$ cat src/hw/rtl/sstl_pkg.sv
// Package for the session state table with locks.
// Holds field widths, the CLOSED code, beat layouts and the per-beat operation struct.
// No dependencies.
package sstl_pkg;

	localparam int SESSION_W = 5;
	localparam int STATE_W   = 4;
	localparam int IN_W      = 40;
	localparam int OUT_W     = 32;
	localparam int TBL_SPAN  = 2 ** SESSION_W;

	localparam logic [STATE_W-1:0] CLOSED = 4'd0;

	typedef enum logic [1:0] {
		RD_NONE,
		RD_TX,
		RD_STREAM,
		RD_RX
	} rd_port_t;

	// Input beat, last field in the lowest bits.
	typedef struct packed {
		logic [5:0]           pad;
		logic [SESSION_W-1:0] close_session;
		logic                 close_valid;
		logic [STATE_W-1:0]   rx_new_state;
		logic                 rx_is_write;
		logic [SESSION_W-1:0] rx_session;
		logic                 rx_valid;
		logic [SESSION_W-1:0] stream_session;
		logic                 stream_valid;
		logic [STATE_W-1:0]   tx_new_state;
		logic                 tx_is_write;
		logic [SESSION_W-1:0] tx_session;
		logic                 tx_valid;
	} sstl_in_t;

	// Result beat, last field in the lowest bits.
	typedef struct packed {
		logic [6:0]           pad;
		logic [SESSION_W-1:0] release_session;
		logic                 release_valid;
		logic [STATE_W-1:0]   rx_reply_state;
		logic                 rx_reply_valid;
		logic [STATE_W-1:0]   stream_reply_state;
		logic                 stream_reply_valid;
		logic [STATE_W-1:0]   tx_reply_state;
		logic                 tx_reply_valid;
		logic                 close_taken;
		logic                 rx_taken;
		logic                 stream_taken;
		logic                 tx_taken;
	} sstl_out_t;

	// Parked connect or receive request.
	typedef struct packed {
		logic [STATE_W-1:0]   state;
		logic                 is_write;
		logic [SESSION_W-1:0] session;
	} sstl_req_t;

	// What the arbiter decided for one beat.
	typedef struct packed {
		logic                 tx_taken;
		logic                 stream_taken;
		logic                 rx_taken;
		logic                 close_taken;
		rd_port_t             rd_port;
		logic [SESSION_W-1:0] rd_session;
		logic                 wr_en;
		logic [SESSION_W-1:0] wr_session;
		logic [STATE_W-1:0]   wr_state;
		logic                 release_valid;
		logic [SESSION_W-1:0] release_session;
	} sstl_op_t;

endpackage

$ cat src/hw/rtl/sstl_arbiter.sv
// Fixed-priority arbiter with the lock and wait registers of the session table.
// Depends on sstl_pkg; decides one table operation per accepted beat.
module sstl_arbiter import sstl_pkg::*; (
	input  logic     clk,
	input  logic     arst_n,
	input  logic     accept,
	input  sstl_in_t req,
	output sstl_op_t op
);

	logic                 tx_waiting_q, rx_waiting_q, close_waiting_q;
	logic                 tx_locked_q, rx_locked_q;
	logic [SESSION_W-1:0] tx_lock_session_q, rx_lock_session_q;
	sstl_req_t            held_tx_q, held_rx_q;
	logic [SESSION_W-1:0] held_close_q;

	logic                 tx_waiting_d, rx_waiting_d, close_waiting_d;
	logic                 tx_locked_d, rx_locked_d;
	logic [SESSION_W-1:0] tx_lock_session_d, rx_lock_session_d;
	sstl_req_t            held_tx_d, held_rx_d;
	logic [SESSION_W-1:0] held_close_d;

	sstl_req_t            new_tx, new_rx;
	logic                 do_tx, do_rx, do_close;
	sstl_req_t            tx_sel, rx_sel;
	logic [SESSION_W-1:0] close_sel;

	assign new_tx = '{state: req.tx_new_state, is_write: req.tx_is_write,
		session: req.tx_session};
	assign new_rx = '{state: req.rx_new_state, is_write: req.rx_is_write,
		session: req.rx_session};

	function automatic logic close_blocked(
		input logic [SESSION_W-1:0] s,
		input logic rxl, input logic [SESSION_W-1:0] rxs,
		input logic txl, input logic [SESSION_W-1:0] txs);
		return (rxl && s == rxs) || (txl && s == txs);
	endfunction

	always_comb begin
		op                = '0;
		op.rd_port        = RD_NONE;
		tx_waiting_d      = tx_waiting_q;
		rx_waiting_d      = rx_waiting_q;
		close_waiting_d   = close_waiting_q;
		tx_locked_d       = tx_locked_q;
		rx_locked_d       = rx_locked_q;
		tx_lock_session_d = tx_lock_session_q;
		rx_lock_session_d = rx_lock_session_q;
		held_tx_d         = held_tx_q;
		held_rx_d         = held_rx_q;
		held_close_d      = held_close_q;
		do_tx             = 1'b0;
		do_rx             = 1'b0;
		do_close          = 1'b0;
		tx_sel            = held_tx_q;
		rx_sel            = held_rx_q;
		close_sel         = held_close_q;

		if (req.tx_valid && !tx_waiting_q) begin
			op.tx_taken = 1'b1;
			held_tx_d   = new_tx;
			tx_sel      = new_tx;
			if (rx_locked_q && new_tx.session == rx_lock_session_q) tx_waiting_d = 1'b1;
			else do_tx = 1'b1;
		end else if (req.stream_valid) begin
			op.stream_taken = 1'b1;
			op.rd_port      = RD_STREAM;
			op.rd_session   = req.stream_session;
		end else if (req.rx_valid && !rx_waiting_q) begin
			op.rx_taken = 1'b1;
			held_rx_d   = new_rx;
			rx_sel      = new_rx;
			if (tx_locked_q && new_rx.session == tx_lock_session_q) rx_waiting_d = 1'b1;
			else do_rx = 1'b1;
		end else if (req.close_valid && !close_waiting_q) begin
			op.close_taken = 1'b1;
			held_close_d   = req.close_session;
			close_sel      = req.close_session;
			if (close_blocked(req.close_session, rx_locked_q, rx_lock_session_q,
					tx_locked_q, tx_lock_session_q)) close_waiting_d = 1'b1;
			else do_close = 1'b1;
		end else if (tx_waiting_q) begin
			if (!rx_locked_q || held_tx_q.session != rx_lock_session_q) begin
				do_tx        = 1'b1;
				tx_waiting_d = 1'b0;
			end
		end else if (rx_waiting_q) begin
			if (!tx_locked_q || held_rx_q.session != tx_lock_session_q) begin
				do_rx        = 1'b1;
				rx_waiting_d = 1'b0;
			end
		end else if (close_waiting_q) begin
			if (!close_blocked(held_close_q, rx_locked_q, rx_lock_session_q,
					tx_locked_q, tx_lock_session_q)) begin
				do_close        = 1'b1;
				close_waiting_d = 1'b0;
			end
		end

		if (do_tx) begin
			if (tx_sel.is_write) begin
				op.wr_en      = 1'b1;
				op.wr_session = tx_sel.session;
				op.wr_state   = tx_sel.state;
				tx_locked_d   = 1'b0;
			end else begin
				op.rd_port        = RD_TX;
				op.rd_session     = tx_sel.session;
				tx_lock_session_d = tx_sel.session;
				tx_locked_d       = 1'b1;
			end
		end

		if (do_rx) begin
			if (rx_sel.is_write) begin
				op.wr_en      = 1'b1;
				op.wr_session = rx_sel.session;
				op.wr_state   = rx_sel.state;
				rx_locked_d   = 1'b0;
				if (rx_sel.state == CLOSED) begin
					op.release_valid   = 1'b1;
					op.release_session = rx_sel.session;
				end
			end else begin
				op.rd_port        = RD_RX;
				op.rd_session     = rx_sel.session;
				rx_lock_session_d = rx_sel.session;
				rx_locked_d       = 1'b1;
			end
		end

		if (do_close) begin
			op.wr_en           = 1'b1;
			op.wr_session      = close_sel;
			op.wr_state        = CLOSED;
			op.release_valid   = 1'b1;
			op.release_session = close_sel;
		end
	end

	always_ff @(posedge clk or negedge arst_n) begin
		if (!arst_n) begin
			tx_waiting_q      <= 1'b0;
			rx_waiting_q      <= 1'b0;
			close_waiting_q   <= 1'b0;
			tx_locked_q       <= 1'b0;
			rx_locked_q       <= 1'b0;
			tx_lock_session_q <= '0;
			rx_lock_session_q <= '0;
			held_tx_q         <= '0;
			held_rx_q         <= '0;
			held_close_q      <= '0;
		end else if (accept) begin
			tx_waiting_q      <= tx_waiting_d;
			rx_waiting_q      <= rx_waiting_d;
			close_waiting_q   <= close_waiting_d;
			tx_locked_q       <= tx_locked_d;
			rx_locked_q       <= rx_locked_d;
			tx_lock_session_q <= tx_lock_session_d;
			rx_lock_session_q <= rx_lock_session_d;
			held_tx_q         <= held_tx_d;
			held_rx_q         <= held_rx_d;
			held_close_q      <= held_close_d;
		end
	end

endmodule

$ cat src/hw/rtl/sstl_table.sv
// Session state memory: one write port, one registered read port, per-entry valid bits.
// Depends on sstl_pkg; an entry never written, or an index out of range, reads as CLOSED.
module sstl_table import sstl_pkg::*; #(
	parameter int SESSIONS = 32
) (
	input  logic                 clk,
	input  logic                 arst_n,
	input  logic                 rd_en,
	input  logic [SESSION_W-1:0] rd_session,
	input  logic                 wr_en,
	input  logic [SESSION_W-1:0] wr_session,
	input  logic [STATE_W-1:0]   wr_state,
	output logic [STATE_W-1:0]   rd_state
);

	// Only indices the session field can name get storage.
	localparam int DEPTH = (SESSIONS < TBL_SPAN) ? SESSIONS : TBL_SPAN;
	localparam int AW    = $clog2(DEPTH);

	logic [STATE_W-1:0] mem [DEPTH];
	logic [DEPTH-1:0]   valid_q;
	logic [STATE_W-1:0] rd_data_q;
	logic               rd_ok_q;

	logic          rd_in_range, wr_in_range;
	logic [AW-1:0] rd_addr, wr_addr;

	assign rd_in_range = int'(rd_session) < SESSIONS;
	assign wr_in_range = int'(wr_session) < SESSIONS;
	assign rd_addr     = AW'(rd_session);
	assign wr_addr     = AW'(wr_session);

	always_ff @(posedge clk) begin
		if (wr_en && wr_in_range) mem[wr_addr] <= wr_state;
		if (rd_en) rd_data_q <= mem[rd_addr];
	end

	always_ff @(posedge clk or negedge arst_n) begin
		if (!arst_n) begin
			valid_q <= '0;
			rd_ok_q <= 1'b0;
		end else begin
			if (wr_en && wr_in_range) valid_q[wr_addr] <= 1'b1;
			if (rd_en) rd_ok_q <= rd_in_range && valid_q[rd_addr];
		end
	end

	assign rd_state = rd_ok_q ? rd_data_q : CLOSED;

endmodule

$ cat src/hw/rtl/session_state_table_with_locks.sv
// Session state table with connect/receive locks, top level; uses sstl_pkg, sstl_arbiter, sstl_table.
// An accepted input beat passes stage 1 and then the output register before its result beat reaches the master side.
// Throughput: one beat per cycle while m_tready holds; the table is read at accept and its registered read
// data joins the result in stage 1, writes land at accept.
// Reset: locks, wait flags and held requests clear; the table reads as CLOSED at once
// through per-entry valid bits, so no clearing pass is needed.
module session_state_table_with_locks import sstl_pkg::*; #(
	parameter int SESSIONS = 32
) (
	input  logic             clk,
	input  logic             arst_n,
	input  logic             s_tvalid,
	output logic             s_tready,
	// Fields from bit 0 up: tx_valid, tx_session[5], tx_is_write, tx_new_state[4],
	// stream_valid, stream_session[5], rx_valid, rx_session[5], rx_is_write,
	// rx_new_state[4], close_valid, close_session[5], zero fill.
	input  logic [IN_W-1:0]  s_tdata,
	output logic             m_tvalid,
	input  logic             m_tready,
	// Fields from bit 0 up: tx_taken, stream_taken, rx_taken, close_taken,
	// tx_reply_valid, tx_reply_state[4], stream_reply_valid, stream_reply_state[4],
	// rx_reply_valid, rx_reply_state[4], release_valid, release_session[5], zero fill.
	output logic [OUT_W-1:0] m_tdata
);

	sstl_in_t           req;
	sstl_op_t           op;
	logic               accept;
	logic               advance;
	logic [STATE_W-1:0] rd_state;

	// Stage 1: decision waiting for the table read data.
	logic               valid_s1;
	sstl_op_t           op_s1;

	// Output register parts the table pipe from the master side.
	logic               out_valid_q;
	sstl_out_t          out_q;
	sstl_out_t          res;

	assign req = sstl_in_t'(s_tdata);

	// Advance stage 1 whenever the output register is free or being drained.
	assign advance  = !out_valid_q || m_tready;
	assign s_tready = !valid_s1 || advance;
	assign accept   = s_tvalid && s_tready;

	sstl_arbiter u_arb (
		.clk    (clk),
		.arst_n (arst_n),
		.accept (accept),
		.req    (req),
		.op     (op)
	);

	// Read only on accept so a stalled stage 1 keeps its read data.
	sstl_table #(.SESSIONS(SESSIONS)) u_tbl (
		.clk        (clk),
		.arst_n     (arst_n),
		.rd_en      (accept && op.rd_port != RD_NONE),
		.rd_session (op.rd_session),
		.wr_en      (accept && op.wr_en),
		.wr_session (op.wr_session),
		.wr_state   (op.wr_state),
		.rd_state   (rd_state)
	);

	always_ff @(posedge clk or negedge arst_n) begin
		if (!arst_n) begin
			valid_s1 <= 1'b0;
		end else if (s_tready) begin
			valid_s1 <= s_tvalid;
		end
	end

	always_ff @(posedge clk) begin
		if (accept) op_s1 <= op;
	end

	// Assemble the result beat; replies and release are zero when not issued.
	always_comb begin
		res                    = '0;
		res.tx_taken           = op_s1.tx_taken;
		res.stream_taken       = op_s1.stream_taken;
		res.rx_taken           = op_s1.rx_taken;
		res.close_taken        = op_s1.close_taken;
		res.release_valid      = op_s1.release_valid;
		res.release_session    = op_s1.release_session;
		case (op_s1.rd_port)
			RD_TX: begin
				res.tx_reply_valid = 1'b1;
				res.tx_reply_state = rd_state;
			end
			RD_STREAM: begin
				res.stream_reply_valid = 1'b1;
				res.stream_reply_state = rd_state;
			end
			RD_RX: begin
				res.rx_reply_valid = 1'b1;
				res.rx_reply_state = rd_state;
			end
			default: ;
		endcase
	end

	always_ff @(posedge clk or negedge arst_n) begin
		if (!arst_n) begin
			out_valid_q <= 1'b0;
		end else if (advance) begin
			out_valid_q <= valid_s1;
		end
	end

	always_ff @(posedge clk) begin
		if (advance && valid_s1) out_q <= res;
	end

	assign m_tvalid = out_valid_q;
	assign m_tdata  = OUT_W'(out_q);

`ifndef SYNTHESIS
	// Only one request is served per beat.
	a_one_taken: assert property (@(posedge clk) disable iff (!arst_n)
		m_tvalid |-> $countones({out_q.tx_taken, out_q.stream_taken,
			out_q.rx_taken, out_q.close_taken}) <= 1)
		else $error("more than one request taken in a beat");

	// A served operation yields at most one reply or one release.
	a_one_action: assert property (@(posedge clk) disable iff (!arst_n)
		m_tvalid |-> $countones({out_q.tx_reply_valid, out_q.stream_reply_valid,
			out_q.rx_reply_valid, out_q.release_valid}) <= 1)
		else $error("more than one reply or release in a beat");

	// Hold stage 1 while the output register is blocked.
	a_s1_hold: assert property (@(posedge clk) disable iff (!arst_n)
		(valid_s1 && !advance) |=> (valid_s1 && $stable(op_s1) && $stable(rd_state)))
		else $error("stage 1 changed while stalled");
`endif

endmodule
$ cat config.mk
export PLATFORM = sky130hd
export DESIGN_NAME = session_state_table_with_locks
export DESIGN_NICKNAME = d
export VERILOG_FILES = /design/src/hw/rtl/sstl_pkg.sv /design/src/hw/rtl/sstl_arbiter.sv /design/src/hw/rtl/sstl_table.sv /design/src/hw/rtl/session_state_table_with_locks.sv
export SDC_FILE = /design/constraint.sdc
export NUM_CORES = 1
export LEC_CHECK = 0
export BUFFER_PORTS_ARGS = -buffer_cell sky130_fd_sc_hd__buf_2
export CORE_ASPECT_RATIO = 1.75
export CORE_MARGIN = 5
export CORE_UTILIZATION = 47
export CTS_CLUSTER_DIAMETER = 30
export DETAILED_ROUTE_END_ITERATION = 10
export GPL_ROUTABILITY_DRIVEN = 0
export REMOVE_ABC_BUFFERS = 1
export SETUP_SLACK_MARGIN = 0.3
export SLEW_MARGIN = 40
export SYNTH_ARGS = -nofsm -noshare
export SYNTH_HDL_FRONTEND = slang
export SYNTH_SLANG_ARGS = --single-unit
$ cat constraint.sdc
create_clock -name clk -period 8.3 [get_ports clk]
set_clock_uncertainty 0.2 [all_clocks]
set_input_delay 1.66 -clock clk [delete_from_list [all_inputs] [get_ports clk]]
set_output_delay 1.66 -clock clk [all_outputs]
set_load 0.01 [all_outputs]
==> run_summary.xml, run 1 <==
<?xml version="1.0" encoding="UTF-8"?>
<metrics>
  <group name="outcome">
    <metric name="outcome" unit="">completed</metric>
  </group>
  <group name="routing">
    <metric name="ant_nets" unit="">0</metric>
    <metric name="first_pass_detailed_route_iteration_total" unit="">5</metric>
    <metric name="route.detailed.drc" unit="">0</metric>
    <metric name="detail_route.iter0.violations" unit="">466</metric>
    <metric name="wl" unit="um">28700</metric>
    <metric name="routed_wire_length_per_instance" unit="um">22.5</metric>
    <metric name="vias" unit="">7178</metric>
    <metric name="avgViaCountPerCell" unit="">5.63</metric>
  </group>
  <group name="floorplan">
    <metric name="dieHeight" unit="um">213</metric>
    <metric name="core.rowCount" unit="">74</metric>
    <metric name="fp.dieArea" unit="um2">26800</metric>
    <metric name="floorplan.initialDensity" unit="">0.475</metric>
    <metric name="core-area" unit="um2">23200</metric>
    <metric name="die_x" unit="um">126</metric>
    <metric name="floorplan.io_pins" unit="">78</metric>
  </group>
  <group name="cts">
    <metric name="h-tree-depth" unit="">2</metric>
    <metric name="hold_bufs_at_cts" unit="">0</metric>
    <metric name="ctsLongestPathBuffers" unit="">3</metric>
    <metric name="clock_insertion_delay_worst_skew" unit="ns">0.50</metric>
    <metric name="cts_resized" unit="">0</metric>
    <metric name="cts_setup_buffers" unit="">0</metric>
    <metric name="cts.reportedPaths.clkPinSlew" unit="ns">0.06</metric>
    <metric name="clock-sinks" unit="">244</metric>
    <metric name="tritoncts.num_buffers" unit="">34</metric>
    <metric name="tritoncts" unit="">done</metric>
    <metric name="cts_root_buffer" unit="">sky130_fd_sc_hd__clkbuf_16</metric>
  </group>
  <group name="synthesis">
    <metric name="synth_enable_flop_cells" unit="">169</metric>
    <metric name="synth_largest_area_cell" unit="">sky130_fd_sc_hd__edfxtp_1</metric>
    <metric name="synth.cells.most_frequent" unit="">169 x sky130_fd_sc_hd__edfxtp_1, 127 x sky130_fd_sc_hd__nand2_1, 75 x sky130_fd_sc_hd__dfrtp_1</metric>
    <metric name="syn_inst" unit="">874</metric>
    <metric name="ys_seq_elements" unit="">244</metric>
    <metric name="synth.cell_area" unit="um2">11000</metric>
    <metric name="synthesis.area_per_instance" unit="um2">12.6</metric>
    <metric name="synth-async-reset-ratio" unit="">0.307</metric>
    <metric name="synth_ff_type" unit="">sky130_fd_sc_hd__edfxtp_1</metric>
    <metric name="yosys.cell_types.count" unit="">67</metric>
    <metric name="synth_top_cell_area_share" unit="">0.459</metric>
    <metric name="synth_sequential_area_ratio" unit="">0.629</metric>
    <metric name="synth.most_common_cell" unit="">sky130_fd_sc_hd__edfxtp_1</metric>
    <metric name="ys_warn_count" unit="">0</metric>
    <metric name="yosys-top-cells-area" unit="">sky130_fd_sc_hd__edfxtp_1 46%, sky130_fd_sc_hd__dfrtp_1 17%, sky130_fd_sc_hd__mux2i_1 4.5%</metric>
  </group>
  <group name="timing">
    <metric name="postLayoutSetupSlackWorst" unit="ns">2.86</metric>
    <metric name="totalNegativeSetupSlack" unit="ns">0</metric>
    <metric name="maxClockFrequency" unit="MHz">184</metric>
    <metric name="unrepaired_setup_endpoints_after_global_routing" unit="">no</metric>
    <metric name="finalCritPeriodShare" unit="">0.656</metric>
    <metric name="min_period" unit="ns">5.44</metric>
    <metric name="actual_slew_at_the_worst_max_slew_pin" unit="ns">0.826</metric>
    <metric name="max_slew_margin" unit="">0.446</metric>
    <metric name="timing_hold_violations_final" unit="">0</metric>
    <metric name="setup_viol" unit="">0</metric>
    <metric name="timing_max_transition_violations_final" unit="">0</metric>
  </group>
  <group name="place">
    <metric name="place_inst" unit="">1214</metric>
    <metric name="placement.cell_area" unit="um2">11700</metric>
    <metric name="dp_slack" unit="ns">2.35</metric>
    <metric name="port_buffers" unit="">64</metric>
    <metric name="dp_hpwl" unit="um">20800</metric>
  </group>
  <group name="worst_setup_path">
    <metric name="worstSetupStartpointType" unit="">input port</metric>
    <metric name="critical_path.slowest_cell" unit="">sky130_fd_sc_hd__mux2i_4</metric>
    <metric name="critical_path_buf_inv_count" unit="">2</metric>
    <metric name="critical_path_arrival" unit="ns">5.49</metric>
    <metric name="critical_path.startpoint" unit="">s_tdata[17]</metric>
    <metric name="path_cells" unit="">buf_2 -&gt; nor2b_1 -&gt; nand3_1 -&gt; o211ai_1 -&gt; or2_1 -&gt; mux2i_4 -&gt; buf_4 -&gt; mux2_2 -&gt; o22ai_1 -&gt; a211o_1 -&gt; nand4_1</metric>
    <metric name="classification_of_the_worst_setup_path" unit="">in2reg</metric>
    <metric name="crit_path_end_kind" unit="">flop</metric>
    <metric name="path_delay_family" unit="">simple AND/OR/NAND/NOR gates</metric>
    <metric name="worstPathMaxFanout" unit="">16</metric>
    <metric name="reg2reg_from" unit="">u_arb.rx_waiting_q$_DFFE_PN0P_</metric>
    <metric name="cp.required" unit="ns">8.34</metric>
    <metric name="crit_path_max_incr_delay" unit="ns">0.70</metric>
  </group>
  <group name="power">
    <metric name="vdd.ir_drop.worst" unit="mV">0.202</metric>
    <metric name="netSwitchingPower" unit="uW">1170</metric>
    <metric name="share_clk_of_total_power" unit="">0.394</metric>
    <metric name="power_leakage" unit="uW">0.00503</metric>
    <metric name="p_seq_frac" unit="">0.402</metric>
    <metric name="switching_fraction_of_total_power" unit="">0.298</metric>
    <metric name="powerDensity" unit="nW/um2">304</metric>
    <metric name="combinationalPowerShare" unit="">0.204</metric>
    <metric name="p_int" unit="uW">2770</metric>
  </group>
  <group name="global_route">
    <metric name="grt_overflow_total" unit="">0</metric>
    <metric name="grt_first_pass_wirelength" unit="um">43600</metric>
    <metric name="grtUsageTotal" unit="">0.214</metric>
    <metric name="grt_pass1_vias" unit="">7542</metric>
    <metric name="grt_antenna_before_repair" unit="">0</metric>
    <metric name="pin_count_of_the_biggest_net_entering_global_routing" unit="">76</metric>
  </group>
  <group name="finish">
    <metric name="syn2layout_area_growth" unit="%">17.3</metric>
    <metric name="postLayoutCellArea" unit="um2">13000</metric>
    <metric name="post_layout_nonfiller_instances" unit="">1276</metric>
    <metric name="final_net_count" unit="">990</metric>
    <metric name="final_core_util" unit="">0.557</metric>
    <metric name="insertedDiodeCount" unit="">0</metric>
    <metric name="fraction_of_final_layout_cells_with_drive_strength_greater_than_1" unit="">0.224</metric>
  </group>
  <group name="hold_path">
    <metric name="worst_hold_path_type" unit="">reg2reg</metric>
    <metric name="worstHoldStart" unit="">op_s1[0]$_DFFE_PP_</metric>
  </group>
  <group name="job">
    <metric name="cap_violations" unit="">0</metric>
  </group>
</metrics>
==> cell families after synthesis <==
| group | after synthesis | synth area share |
|---|---|---|
| DFF | 244 | 0.629 |
| xor gates and xnor gates | 40 | 0.0317 |
| and+or+nand+nor | 311 | 0.138 |
| buffers and inverters | 68 | 0.0327 |
| muxes | 84 | 0.0820 |
| AOI/OAI and AO/OA | 126 | 0.0862 |
| other | 1 | 0.000340 |
==> layout by cell type, fill, tap and decap left out, types with 19 or more instances in the layout <==
cell type | synthesis | layout
sky130_fd_sc_hd__buf_2 | 13 | 63
sky130_fd_sc_hd__edfxtp_1 | 169 | 169
sky130_fd_sc_hd__nand3_1 | 35 | 35
sky130_fd_sc_hd__dfrtp_1 | 75 | 75
sky130_fd_sc_hd__mux2_2 | 30 | 30
sky130_fd_sc_hd__nor2_1 | 50 | 48
sky130_fd_sc_hd__nand2_1 | 127 | 127
sky130_fd_sc_hd__mux2i_1 | 50 | 50
sky130_fd_sc_hd__xor2_1 | 28 | 28
sky130_fd_sc_hd__or2_1 | 19 | 19
sky130_fd_sc_hd__o21ai_0 | 29 | 29
sky130_fd_sc_hd__clkbuf_16 | 0 | 34
==> per-layer routing <==
metal | wire, um | global-route usage | vias to the layer above | part of all wire
met5 | 0 | 0 | - | 0
met3 | 1040 | 0.0260 | 77 | 0.036
li1 | - | - | 3351 | -
met2 | 16300 | 0.415 | 213 | 0.57
met1 | 9840 | 0.220 | 3537 | 0.34
met4 | 1580 | 0.118 | 0 | 0.055
==> layout make-up <==
type / count / area [um2]
fillers: 1951 / 10300
flip-flops and latches: 244 / 6950
multi-input cells: 568 / 3820
clock buffers: 39 / 890
repair buffers: 81 / 504
well taps: 304 / 380
clock inverters: 23 / 348
inverters: 17 / 63.8
==> sequential cells by signal, indices dropped and copies added (netlist names) <==
register and count:
m_tdata 25, m_tvalid 1, op_s1 12, u_arb.close_waiting_q 1, u_arb.held_close_q 5, u_arb.held_rx_q 10, u_arb.held_tx_q 10, u_arb.rx_lock_session_q 5
u_arb.rx_locked_q 1, u_arb.rx_waiting_q 1, u_arb.tx_lock_session_q 5, u_arb.tx_locked_q 1, u_arb.tx_waiting_q 1, u_tbl.mem 128, u_tbl.rd_data_q 4, u_tbl.rd_ok_q 1
u_tbl.valid_q 32, valid_s1 1
==> worst register-to-register path, stage by stage, from the launching register on <==
cell and delay [ns]:
sky130_fd_sc_hd__dfrtp_1 0.45, sky130_fd_sc_hd__nor2b_1 0.63, sky130_fd_sc_hd__nand3_1 0.25, sky130_fd_sc_hd__o211ai_1 0.30, sky130_fd_sc_hd__or2_1 0.64, sky130_fd_sc_hd__mux2i_4 0.71
sky130_fd_sc_hd__buf_4 0.37, sky130_fd_sc_hd__mux2_2 0.38, sky130_fd_sc_hd__o22ai_1 0.19, sky130_fd_sc_hd__a211o_1 0.18, sky130_fd_sc_hd__nand4_1 0.10
==> power by group through the flow <==
stage	logic [uW]	registers (uW)	clock network, uW
finish	802	1580	1550
global route	862	1600	1630
CTS	805	1580	1570
detailed placement	803	1600	0
global placement	774	1600	0
floorplan	506	1580	0
==> path summary, 6_finish.rpt <==
check	cells past startpoint	slack (ns)	end
max in group asynchronous	1	6.35	u_tbl.valid_q[16]$_DFFE_PN0P_
min	0	0.21	m_tdata[20]$_DFFE_PP_
max reg2reg	10	3.64	u_tbl.rd_data_q[1]$_DFFE_PP_
min reg2reg	0	0.21	m_tdata[20]$_DFFE_PP_
min in group asynchronous	1	1.00	u_arb.held_tx_q[7]$_DFFE_PN0P_
max	11	2.86	u_tbl.rd_data_q[1]$_DFFE_PP_
==> stage by stage <==
step | hold slack [ns] | total power, uW
detailed placement | 0.206 | 2410
global placement | 0.201 | 2380
floorplan | 0.200 | 2080
global route | 0.218 | 4090
finish | 0.213 | 3940
CTS | 0.213 | 3960
Power figures use the tool's default switching activity.
==> run 2, diff against run 1 <==
--- a/config.mk
+++ b/config.mk
@@ -12,6 +12,7 @@
 export CTS_CLUSTER_DIAMETER = 30
 export DETAILED_ROUTE_END_ITERATION = 10
 export GPL_ROUTABILITY_DRIVEN = 0
+export PLACE_DENSITY = 0.67
 export REMOVE_ABC_BUFFERS = 1
 export SETUP_SLACK_MARGIN = 0.3
 export SLEW_MARGIN = 40
==> constraint.sdc (replaced) <==
create_clock -name clk -period 4.4 [get_ports clk]
set_clock_uncertainty 0.2 [all_clocks]
set_input_delay 0.88 -clock clk [delete_from_list [all_inputs] [get_ports clk]]
set_output_delay 0.88 -clock clk [all_outputs]
set_load 0.01 [all_outputs]
==> run 2 against run 1 <==
Effect of this change: first-iteration DRC count down 23%; routed wire length shrank 8.1%; combinational power rose by 98%; via count up 3.0%; core utilization increased by 1.5 points; clock power up 61%; die area unchanged; worst setup slack got worse by 2.3 ns; final cell count is 5.3% higher; critical path depth down 1; non-clock buffer count rose by 72; sequential share of layout area decreased by 1.4 points.
==> run_summary.xml, run 2 (same netlist as run 1, synthesis figures left out) <==
<?xml version="1.0" encoding="UTF-8"?>
<metrics>
  <group name="power">
    <metric name="p_int" unit="uW">4880</metric>
    <metric name="vdd.ir_drop.worst" unit="mV">0.374</metric>
    <metric name="p_seq_frac" unit="">0.423</metric>
    <metric name="combinationalPowerShare" unit="">0.224</metric>
    <metric name="power_leakage" unit="uW">0.00529</metric>
    <metric name="switching_fraction_of_total_power" unit="">0.309</metric>
    <metric name="netSwitchingPower" unit="uW">2180</metric>
    <metric name="share_clk_of_total_power" unit="">0.353</metric>
    <metric name="powerDensity" unit="nW/um2">531</metric>
  </group>
  <group name="worst_setup_path">
    <metric name="critical_path.startpoint" unit="">u_arb.rx_waiting_q$_DFFE_PN0P_</metric>
    <metric name="worstPathMaxFanout" unit="">9</metric>
    <metric name="critical_path_arrival" unit="ns">3.81</metric>
    <metric name="critical_path.slowest_cell" unit="">sky130_fd_sc_hd__or4_4</metric>
    <metric name="crit_path_max_incr_delay" unit="ns">0.51</metric>
    <metric name="path_cells" unit="">nor2b_1 -&gt; buf_4 -&gt; a31oi_1 -&gt; a41o_1 -&gt; or2_0 -&gt; or4_4 -&gt; a31oi_4 -&gt; or3b_1 -&gt; buf_12 -&gt; nor2_1</metric>
    <metric name="crit_path_end_kind" unit="">flop</metric>
    <metric name="worstSetupStartpointType" unit="">flop</metric>
    <metric name="classification_of_the_worst_setup_path" unit="">reg2reg</metric>
    <metric name="cp.required" unit="ns">4.40</metric>
    <metric name="reg2reg_from" unit="">u_arb.rx_waiting_q$_DFFE_PN0P_</metric>
  </group>
  <group name="global_route">
    <metric name="pin_count_of_the_biggest_net_entering_global_routing" unit="">76</metric>
    <metric name="grtUsageTotal" unit="">0.200</metric>
    <metric name="grt_overflow_total" unit="">0</metric>
    <metric name="grt_first_pass_wirelength" unit="um">41400</metric>
    <metric name="grt_pass1_vias" unit="">7720</metric>
    <metric name="grt_antenna_before_repair" unit="">0</metric>
  </group>
  <group name="finish">
    <metric name="postLayoutCellArea" unit="um2">13300</metric>
    <metric name="layout_commonest_cell" unit="">sky130_fd_sc_hd__edfxtp_1</metric>
    <metric name="max_ffs_per_register" unit="">128</metric>
    <metric name="final_net_count" unit="">1059</metric>
    <metric name="fraction_of_final_layout_cells_with_drive_strength_greater_than_1" unit="">0.271</metric>
    <metric name="syn2layout_area_growth" unit="%">20.4</metric>
    <metric name="commonest_cells_after_routing_fill_and_taps_aside" unit="">169 x sky130_fd_sc_hd__edfxtp_1, 127 x sky130_fd_sc_hd__nand2_1, 83 x sky130_fd_sc_hd__buf_4, 75 x sky130_fd_sc_hd__dfrtp_1, 63 x sky130_fd_sc_hd__buf_2</metric>
    <metric name="regMostFlops" unit="">u_tbl.mem</metric>
    <metric name="insertedDiodeCount" unit="">0</metric>
    <metric name="post_layout_nonfiller_instances" unit="">1343</metric>
  </group>
  <group name="place">
    <metric name="port_buffers" unit="">64</metric>
    <metric name="placement.cell_area" unit="um2">12300</metric>
    <metric name="dp_slack" unit="ns">0.0392</metric>
    <metric name="place_inst" unit="">1286</metric>
    <metric name="dp_hpwl" unit="um">19600</metric>
  </group>
  <group name="cts">
    <metric name="cts_root_buffer" unit="">sky130_fd_sc_hd__clkbuf_16</metric>
    <metric name="h-tree-depth" unit="">1</metric>
    <metric name="cts_setup_buffers" unit="">0</metric>
    <metric name="tritoncts" unit="">done</metric>
    <metric name="cts.reportedPaths.clkPinSlew" unit="ns">0.06</metric>
    <metric name="cts_resized" unit="">0</metric>
    <metric name="ctsLongestPathBuffers" unit="">3</metric>
    <metric name="clock-sinks" unit="">244</metric>
    <metric name="hold_bufs_at_cts" unit="">0</metric>
    <metric name="tritoncts.num_buffers" unit="">31</metric>
    <metric name="clock_insertion_delay_worst_skew" unit="ns">0.55</metric>
  </group>
  <group name="routing">
    <metric name="detail_route.iter0.violations" unit="">360</metric>
    <metric name="avgViaCountPerCell" unit="">5.51</metric>
    <metric name="wl" unit="um">26400</metric>
    <metric name="route.detailed.drc" unit="">0</metric>
    <metric name="vias" unit="">7396</metric>
    <metric name="ant_nets" unit="">0</metric>
    <metric name="routed_wire_length_per_instance" unit="um">19.7</metric>
    <metric name="first_pass_detailed_route_iteration_total" unit="">5</metric>
  </group>
  <group name="timing">
    <metric name="setup_viol" unit="">0</metric>
    <metric name="min_period" unit="ns">3.81</metric>
    <metric name="max_slew_margin" unit="">0.507</metric>
    <metric name="postLayoutSetupSlackWorst" unit="ns">0.589</metric>
    <metric name="maxClockFrequency" unit="MHz">262</metric>
    <metric name="finalCritPeriodShare" unit="">0.866</metric>
    <metric name="timing_max_transition_violations_final" unit="">0</metric>
    <metric name="unrepaired_setup_endpoints_after_global_routing" unit="">no</metric>
    <metric name="actual_slew_at_the_worst_max_slew_pin" unit="ns">0.740</metric>
    <metric name="timing_hold_violations_final" unit="">0</metric>
    <metric name="totalNegativeSetupSlack" unit="ns">0</metric>
  </group>
  <group name="outcome">
    <metric name="outcome" unit="">completed</metric>
  </group>
  <group name="floorplan">
    <metric name="die_x" unit="um">126</metric>
    <metric name="core-area" unit="um2">23200</metric>
    <metric name="floorplan.initialDensity" unit="">0.475</metric>
    <metric name="dieHeight" unit="um">213</metric>
    <metric name="floorplan.io_pins" unit="">78</metric>
    <metric name="fp.dieArea" unit="um2">26800</metric>
    <metric name="core.rowCount" unit="">74</metric>
  </group>
  <group name="hold_path">
    <metric name="worst_hold_path_type" unit="">in2async</metric>
  </group>
  <group name="job">
    <metric name="cap_violations" unit="">0</metric>
  </group>
</metrics>
[run 2: layer usage]
metal	global-route usage	up-vias	routed length, um
met5	0	-	0
met4	0.117	0	1560
met3	0.0260	78	1300
met2	0.391	228	14700
met1	0.198	3601	8810
li1	-	3489	-
[run 2: worst max-delay path, delay by kind of cell, from the launching register on]
family,cells,cell delay [ns]
simple gates,5,1.90
compound gates,3,0.53
flops,1,0.43
buf+inv,2,0.40
[run 2: final cells by class]
| type | instances | area (um2) |
|---|---|---|
| clock inverter | 24 | 259 |
| inverter | 17 | 63.8 |
| fill | 1866 | 9940 |
| tap | 304 | 380 |
| timing repair buffer | 153 | 1070 |
| sequential | 244 | 6950 |
| clock buffer | 33 | 783 |
| multi-input combinational | 568 | 3790 |
[run 2: path summary, 6_finish.rpt]
path	cells past startpoint	endpoint	slack, ns
max	10	u_tbl.mem[15][1]$_DFFE_PP_	0.59
min	1	u_arb.held_tx_q[1]$_DFFE_PN0P_	0.15
max reg2reg	10	u_tbl.mem[15][1]$_DFFE_PP_	0.59
min reg2reg	0	m_tdata[0]$_DFFE_PP_	0.22
max in group asynchronous	1	u_arb.held_rx_q[8]$_DFFE_PN0P_	3.31
min in group clk	0	m_tdata[0]$_DFFE_PP_	0.22
[run 2: power groups by stage]
stage	Clock, uW	Combinational (uW)	Sequential, uW
after floorplan	0	954	2970
after global placement	0	1560	3020
after detailed placement	0	1590	3030
after CTS	2540	1600	2980
after global routing	2640	1730	3020
final	2490	1590	2990
[run 2: through the flow]
stage               hold slack, ns  utilization  power [uW]
detailed placement           0.205        0.527        4620
finish                       0.151        0.572        7070
CTS                          0.176        0.572        7110
global placement             0.205        0.527        4580
global route                 0.197        0.572        7380
floorplan                    0.200            -        3930
